[src/hdl/qihp_pkg.sv]
package qihp_pkg;

	localparam int unsigned BYTE_W  = 8;
	localparam int unsigned VER_W   = 32;

	// Reset value of the connection ID length limit.
	localparam logic [BYTE_W-1:0] MAX_ID_LEN_RESET = 8'd20;

	// First byte: long header needs both top bits set, Initial needs bits 5:4 clear.
	localparam logic [BYTE_W-1:0] FORM_MASK  = 8'hc0;
	localparam logic [BYTE_W-1:0] TYPE_MASK  = 8'h30;
	localparam logic [BYTE_W-1:0] TYPE_INIT  = 8'h00;

	// Number of version bytes.
	localparam logic [BYTE_W-1:0] VERSION_BYTES = 8'd4;

	typedef enum logic [2:0] {
		PH_FIRST      = 3'd0,
		PH_VERSION    = 3'd1,
		PH_DCID_LEN   = 3'd2,
		PH_DCID_BYTES = 3'd3,
		PH_SCID_LEN   = 3'd4,
		PH_SCID_BYTES = 3'd5,
		PH_IGNORE     = 3'd6
	} phase_t;

	typedef enum logic [1:0] {
		ST_OK        = 2'd0,
		ST_NO_MATCH  = 2'd1,
		ST_NEED_MORE = 2'd2,
		ST_MALFORMED = 2'd3
	} status_t;

	typedef struct packed {
		logic [BYTE_W-1:0] data_byte;
		logic              last_byte;
	} in_item_t;

	typedef struct packed {
		logic              id_byte_valid;
		logic              id_select;
		logic [BYTE_W-1:0] id_index;
		logic [BYTE_W-1:0] id_value;
		logic              done_res;
		status_t           status;
		logic [VER_W-1:0]  version;
	} out_item_t;

endpackage

[src/hdl/qihp_in_stage.sv]
module qihp_in_stage (
	input  logic               clk,
	input  logic               arst_n,
	input  logic               in_valid,
	output logic               in_ready,
	input  qihp_pkg::in_item_t in_item,
	input  logic               advance,
	output logic               valid_s1,
	output qihp_pkg::in_item_t item_s1
);
	import qihp_pkg::*;

	// The stage takes a new item when it is empty or its item moves on now.
	assign in_ready = !valid_s1 || advance;

	always_ff @(posedge clk or negedge arst_n) begin
		if (!arst_n) begin
			valid_s1 <= 1'b0;
		end else if (in_ready) begin
			valid_s1 <= in_valid;
		end
	end

	always_ff @(posedge clk) begin
		if (in_valid && in_ready) begin
			item_s1 <= in_item;
		end
	end

endmodule

[src/hdl/qihp_core.sv]
module qihp_core (
	input  logic                        clk,
	input  logic                        arst_n,
	input  logic                        step,
	input  qihp_pkg::in_item_t          item,
	input  logic [qihp_pkg::BYTE_W-1:0] max_id_length,
	output logic                        res_present,
	output qihp_pkg::out_item_t         res
);
	import qihp_pkg::*;

	phase_t             phase_q, phase_d;
	logic [BYTE_W-1:0]  byte_cnt_q, byte_cnt_d;
	logic [VER_W-1:0]   version_q, version_d;
	logic [BYTE_W-1:0]  id_pos_q, id_pos_d;

	logic               idv, sel, decided, active;
	logic [BYTE_W-1:0]  idx, b, cnt_inc;
	status_t            st;

	assign b = item.data_byte;
	assign cnt_inc = byte_cnt_q + 8'd1;

	always_comb begin
		phase_d    = phase_q;
		byte_cnt_d = byte_cnt_q;
		version_d  = version_q;
		id_pos_d   = id_pos_q;
		idv        = 1'b0;
		sel        = 1'b0;
		idx        = '0;
		decided    = 1'b0;
		st         = ST_OK;
		active     = 1'b1;
		case (phase_q)
			PH_FIRST: begin
				if ((b & FORM_MASK) != FORM_MASK || (b & TYPE_MASK) != TYPE_INIT) begin
					decided = 1'b1;
					st      = ST_NO_MATCH;
				end else begin
					phase_d    = PH_VERSION;
					byte_cnt_d = '0;
					version_d  = '0;
				end
			end
			PH_VERSION: begin
				version_d  = {version_q[VER_W-BYTE_W-1:0], b};
				byte_cnt_d = cnt_inc;
				if (cnt_inc >= VERSION_BYTES) begin
					if (version_d == '0) begin
						decided = 1'b1;
						st      = ST_NO_MATCH;
					end else begin
						phase_d = PH_DCID_LEN;
					end
				end
			end
			PH_DCID_LEN, PH_SCID_LEN: begin
				if (b > max_id_length) begin
					decided = 1'b1;
					st      = ST_MALFORMED;
				end else if (b == '0) begin
					if (phase_q == PH_DCID_LEN) begin
						phase_d = PH_SCID_LEN;
					end else begin
						decided = 1'b1;
						st      = ST_OK;
					end
				end else begin
					byte_cnt_d = b;
					id_pos_d   = '0;
					phase_d    = (phase_q == PH_DCID_LEN) ? PH_DCID_BYTES : PH_SCID_BYTES;
				end
			end
			PH_DCID_BYTES, PH_SCID_BYTES: begin
				idv        = 1'b1;
				sel        = (phase_q == PH_SCID_BYTES);
				idx        = id_pos_q;
				id_pos_d   = id_pos_q + 8'd1;
				byte_cnt_d = byte_cnt_q - 8'd1;
				if (byte_cnt_d == '0) begin
					if (phase_q == PH_DCID_BYTES) begin
						phase_d = PH_SCID_LEN;
					end else begin
						decided = 1'b1;
						st      = ST_OK;
					end
				end
			end
			default: begin
				// Ignore phase: wait for the end of the datagram.
				active = 1'b0;
			end
		endcase

		// A datagram that ends before a decision is short.
		if (!decided && item.last_byte && active) begin
			decided = 1'b1;
			st      = ST_NEED_MORE;
		end
		if (decided) begin
			phase_d = item.last_byte ? PH_FIRST : PH_IGNORE;
		end else if (item.last_byte) begin
			phase_d = PH_FIRST;
		end
	end

	always_comb begin
		res_present       = idv || decided;
		res.id_byte_valid = idv;
		res.id_select     = sel;
		res.id_index      = idx;
		res.id_value      = idv ? b : '0;
		res.done_res      = decided;
		res.status        = decided ? st : ST_OK;
		res.version       = (decided && st == ST_OK) ? version_q : '0;
	end

	always_ff @(posedge clk or negedge arst_n) begin
		if (!arst_n) begin
			phase_q    <= PH_FIRST;
			byte_cnt_q <= '0;
			version_q  <= '0;
			id_pos_q   <= '0;
		end else if (step) begin
			phase_q    <= phase_d;
			byte_cnt_q <= byte_cnt_d;
			version_q  <= version_d;
			id_pos_q   <= id_pos_d;
		end
	end

endmodule

[src/hdl/quic_initial_header_parser.sv]
// Channel | Direction | Handshake             | Payload
// in      | input     | in_valid / in_ready   | in_item  (one datagram byte, last flag)
// out     | output    | out_valid / out_ready | out_item (ID byte and/or final status)
// cfg     | input     | cfg_valid / cfg_ready | cfg_data (connection ID length limit)
//
// One item is accepted per cycle while the input register is empty or its item moves on.
// An accepted item waits in the input register; its result is loaded into the result
// register when the item advances, and is offered from there until it is taken.
// The phase update of one byte is the only loop.
// Reset clears the parser to wait for a first byte and sets the limit to 20.
// A stalled output holds its result while the input register keeps one more item;
// after that, in_ready falls until the result is taken.
module quic_initial_header_parser (
	input  logic                        clk,
	input  logic                        arst_n,
	input  logic                        in_valid,
	output logic                        in_ready,
	input  qihp_pkg::in_item_t          in_item,
	output logic                        out_valid,
	input  logic                        out_ready,
	output qihp_pkg::out_item_t         out_item,
	input  logic                        cfg_valid,
	output logic                        cfg_ready,
	input  logic [qihp_pkg::BYTE_W-1:0] cfg_data
);
	import qihp_pkg::*;

	logic              valid_s1;
	in_item_t          item_s1;
	logic              advance;
	logic              res_present;
	out_item_t         res;
	logic [BYTE_W-1:0] max_id_len_q;
	logic              out_valid_q;
	out_item_t         out_item_q;

	// The limit register is always writable; the user must change it only while the parser is idle (not enforced).
	assign cfg_ready = 1'b1;

	always_ff @(posedge clk or negedge arst_n) begin
		if (!arst_n) begin
			max_id_len_q <= MAX_ID_LEN_RESET;
		end else if (cfg_valid) begin
			max_id_len_q <= cfg_data;
		end
	end

	// The held item is parsed when the result register is empty or being emptied.
	// Items that cause no result still advance and update the parser state.
	assign advance = valid_s1 && (!out_valid_q || out_ready);

	qihp_in_stage u_in_stage (
		.clk      (clk),
		.arst_n   (arst_n),
		.in_valid (in_valid),
		.in_ready (in_ready),
		.in_item  (in_item),
		.advance  (advance),
		.valid_s1 (valid_s1),
		.item_s1  (item_s1)
	);

	qihp_core u_core (
		.clk           (clk),
		.arst_n        (arst_n),
		.step          (advance),
		.item          (item_s1),
		.max_id_length (max_id_len_q),
		.res_present   (res_present),
		.res           (res)
	);

	// Result register.
	always_ff @(posedge clk or negedge arst_n) begin
		if (!arst_n) begin
			out_valid_q <= 1'b0;
		end else if (advance) begin
			out_valid_q <= res_present;
		end else if (out_ready) begin
			out_valid_q <= 1'b0;
		end
	end

	always_ff @(posedge clk) begin
		if (advance) begin
			out_item_q <= res;
		end
	end

	assign out_valid = out_valid_q;
	assign out_item  = out_item_q;

	// Every result delivered carries an ID byte, a status, or both.
	a_result_nonempty: assert property (@(posedge clk) disable iff (!arst_n)
		out_valid |-> (out_item.id_byte_valid || out_item.done_res))
		else $error("result item carries neither ID byte nor status");

	// The version word is reported only with an ok status.
	a_version_only_ok: assert property (@(posedge clk) disable iff (!arst_n)
		(out_valid && out_item.status != ST_OK) |-> out_item.version == '0)
		else $error("version reported with a failing status");

	// Input back-pressure only appears when the input register is occupied.
	a_ready_when_empty: assert property (@(posedge clk) disable iff (!arst_n)
		!in_ready |-> (valid_s1 && out_valid_q && !out_ready))
		else $error("input stalled without a full pipeline");

	// A result that is not taken holds on to its item in the input register.
	a_stall_holds: assert property (@(posedge clk) disable iff (!arst_n)
		(out_valid && !out_ready && valid_s1) |=> valid_s1)
		else $error("held item lost during output stall");

endmodule
[config.mk]
export PLATFORM = sky130hd
export DESIGN_NAME = quic_initial_header_parser
export DESIGN_NICKNAME = d
export VERILOG_FILES = /design/src/hdl/qihp_pkg.sv /design/src/hdl/qihp_in_stage.sv /design/src/hdl/qihp_core.sv /design/src/hdl/quic_initial_header_parser.sv
export SDC_FILE = /design/constraint.sdc
export NUM_CORES = 1
export LEC_CHECK = 0
export BUFFER_PORTS_ARGS = -buffer_cell sky130_fd_sc_hd__buf_2
export CORE_UTILIZATION = 60
export DETAILED_ROUTE_END_ITERATION = 10
export PLACE_DENSITY = 0.82
export SLEW_MARGIN = 20
export SYNTH_ARGS = -nofsm -noshare
export SYNTH_HDL_FRONTEND = slang
export SYNTH_SLANG_ARGS = --single-unit
[constraint.sdc]
create_clock -name clk -period 5.92 [get_ports clk]
set_input_delay 1.776 -clock clk [delete_from_list [all_inputs] [get_ports clk]]
set_output_delay 1.776 -clock clk [all_outputs]
set_load 0.02 [all_outputs]
==> flow_summary.json <==
{
  "post-route-period-util": 0.685,
  "slowest_delay_ps": 160,
  "cts_made_buffers": 17,
  "cts_tree": "yes",
  "route.met3.wl_um": 765,
  "clk_latency_ps": 520,
  "viasPerCell": 6.14,
  "ff2ff_setup_slack_ps": 2790,
  "ys_seq_area_frac": 0.603,
  "grt_pass1_vias": 3847,
  "slew_viol_final": 0,
  "synth_cells": 476,
  "cp_top_family": "buffers and inverters",
  "synthArstFlopShare": 0.496,
  "p_per_area_nw_per_um2": 460,
  "finalHoldViolCount": 0,
  "drtIter0Drc": 234,
  "die_w_um": 98.8,
  "worstPathRequired_ps": 4140,
  "clockRootBuffer": "clkbuf_8",
  "synth_top_cell_by_area": "edfxtp_1",
  "critPathKind": "input port to output pin",
  "reg2reg_depth": 8,
  "antenna_found_initial": 0,
  "synthDistinctLibCells": 64,
  "min_to": "u_core.id_pos_q[7]",
  "diodes": 0,
  "outcome": "complete, no violations",
  "syn_area_per_cell_um2": 11.8,
  "synth_top_flop_cell": "edfxtp_1",
  "crit_path_start_kind": "input port",
  "crit_path_cell_trace": "buf_2, nor2b_1, nand2_1, buf_2",
  "critPathBufInv": 2,
  "min_from": "u_core.id_pos_q[7]",
  "grt-ovfl-total": 0,
  "wl_met1_mm": 5.09,
  "final_nets": 581,
  "fmax_mhz": 247,
  "dpl.hpwl_mm": 7.65,
  "yosys-top-cells-count": "edfxtp_1, dfrtp_1, and2_1, a22o_1, nand2_1",
  "irDropWorstVdd_mv": 0.335,
  "grt_pass1_wl_mm": 19.1,
  "place_congestion": 0.969,
  "route.met2.wl_mm": 5.58,
  "dpl_cell_area_um2": 6050,
  "crit_slowest_cell": "buf_2",
  "clock_sinks": 123,
  "rr_endpoint": "u_core.id_pos_q[5]",
  "post-cts-setup-buffers": 0,
  "clock_path_buffers": 2,
  "start_util": 0.633,
  "maxCapViolations": 0,
  "synth_area_leaders": "edfxtp_1, dfrtp_1, a22o_1",
  "min_path_cells": 1,
  "cp_common_cell": "buf_2",
  "post_cts_resized": 0,
  "grt_max_degree": 62,
  "ctsHoldBuffers": 0,
  "die_h_um": 98.8,
  "yosys.area.top_type_share": 0.331,
  "synth_edf_count": 62,
  "drc_errors": 0,
  "p_leak_uw": 0.00292,
  "syn_nets": 510,
  "synth.cell_area_um2": 5620,
  "max_slew.worst_pin.slew_ps": 788,
  "core_um2": 8890,
  "io_buffers": 76,
  "end_kind": "output pin",
  "yosysWarnings": 0,
  "layout-drive-gt1-share": 0.232,
  "finClkSkew_ps": 9.27,
  "fin_tns_setup_ps": 0,
  "dieArea_um2": 9760,
  "cp.arrival_ps": 2280,
  "worst_hold_path_type": "flop to flop",
  "drt_wl_total_mm": 11.6,
  "relSlewSlack": 0.475,
  "setup_violations": 0,
  "r2r_start": "u_in_stage.item_s1[6]",
  "ant_nets": 0,
  "vias": 4104,
  "path_max_fanout": 3,
  "synthToLayoutAreaGrowth_pct": 17.7,
  "wl_per_cell_um": 17.4,
  "fin_area_um2": 6620,
  "drt_first_pass_iters": 5,
  "row_count": 34,
  "yosysMostFrequentCell": "edfxtp_1",
  "path_clk_slew_ps": 60,
  "groute.usage.overall": 0.259,
  "htreeDepth": 4,
  "rsz0062_at_grt": "false",
  "finalCriticalPeriod_ps": 4060,
  "dr.max_layer_used": "met4",
  "ys_seq_elements": 123,
  "io-pin-count": 78
}
layer usage:
layer  track usage  up-vias
met1         0.357     1994
li1              -     1909
met3        0.0532       22
met2         0.402      179
met4         0.113        0
met5             0        -
metrics by stage:
| step | std cells | total power (uW) | util | worst slack [ps] | hold slack [ps] |
|---|---|---|---|---|---|
| detailed placement | 636 | 2060 | 0.681 | 1860 | 483 |
| global route | 668 | 3190 | 0.744 | 1760 | 524 |
| global placement | 636 | 2040 | 0.680 | 1890 | 476 |
| finish | 668 | 3040 | 0.744 | 1860 | 501 |
| CTS | 668 | 3040 | 0.744 | 1860 | 503 |
| floorplan | 476 | 1830 | - | 1580 | 454 |
final cells by class:
class                   count  area [um2]
flip-flops and latches    123        3390
fillers                   590        2270
multi-input cells         312        2070
clock buffers              17         414
repair buffers             80         410
clock inverters            15         150
well taps                 108         135
inverters                  13        48.8
worst register-to-register path, stage by stage, from the launching register on:
cell	delay, ps
edfxtp_1	540
ha_1	380
a211oi_2	210
nor2_1	80
o311a_1	340
and2_4	200
or4_4	590
or2_0	420
o31ai_2	280
logic make-up (layout without fill, tap and decap cells):
logic type / Yosys count / count (layout) / synth area share
and+or+nand+nor: 178 / 178 / 0.175
DFF: 123 / 123 / 0.603
AOI/OAI and AO/OA: 111 / 111 / 0.146
buffers and inverters: 41 / 125 / 0.0309
adders and majority gates: 12 / 12 / 0.0267
xor gates and xnor gates: 8 / 8 / 0.0138
muxes: 2 / 2 / 0.00378
other: 1 / 1 / 0.000667
state kept, by name, indices dropped and copies added, names as in the netlist:
name,cells
max_id_len_q,8
out_item,53
out_valid,1
u_core.byte_cnt_q,8
u_core.id_pos_q,8
u_core.phase_q,3
u_core.version_q,32
u_in_stage.item_s1,9
u_in_stage.valid_s1,1
report_power, final:
part	internal (uW)	switching (uW)	leakage (uW)	total [uW]
clock	540	434	0.000271	975
sequential	1080	160	0.00143	1240
combinational	296	527	0.00122	824
total	1920	1120	0.00292	3040
worst max-delay path by stage:
stage	startpoint	end	slack, ps	cells past startpoint
after detailed placement	out_ready	in_ready	1860	4
final	out_ready	in_ready	1860	4
after global placement	out_ready	in_ready	1890	4
after CTS	out_ready	in_ready	1860	4
after global routing	out_ready	in_ready	1760	4
after floorplan	out_ready	u_core.version_q[10]	1580	8
placed cells by master (no fill, tap or decap), types with 3 or more instances in the layout:
cell and n:
a211oi_1 4, a21oi_1 11, a22o_1 34, and2_1 38, and3_1 23, and4_1 3, buf_2 76, buf_4 4
clkbuf_16 16, clkinvlp_4 3, dfrtp_1 59, edfxtp_1 62, ha_1 12, inv_1 11, inv_6 5, inv_8 6
nand2_1 30, nand2b_1 11, nand3_1 6, nand4_1 5, nor2_1 27, nor2b_1 5, nor3_1 3, nor3b_1 3
nor4_1 9, o211ai_1 3, o21ai_0 16, o21ai_1 12, o31ai_1 4, o31ai_2 4, or3_1 5, xnor2_1 4
xor2_1 3
(Power assumes the default switching activity.)
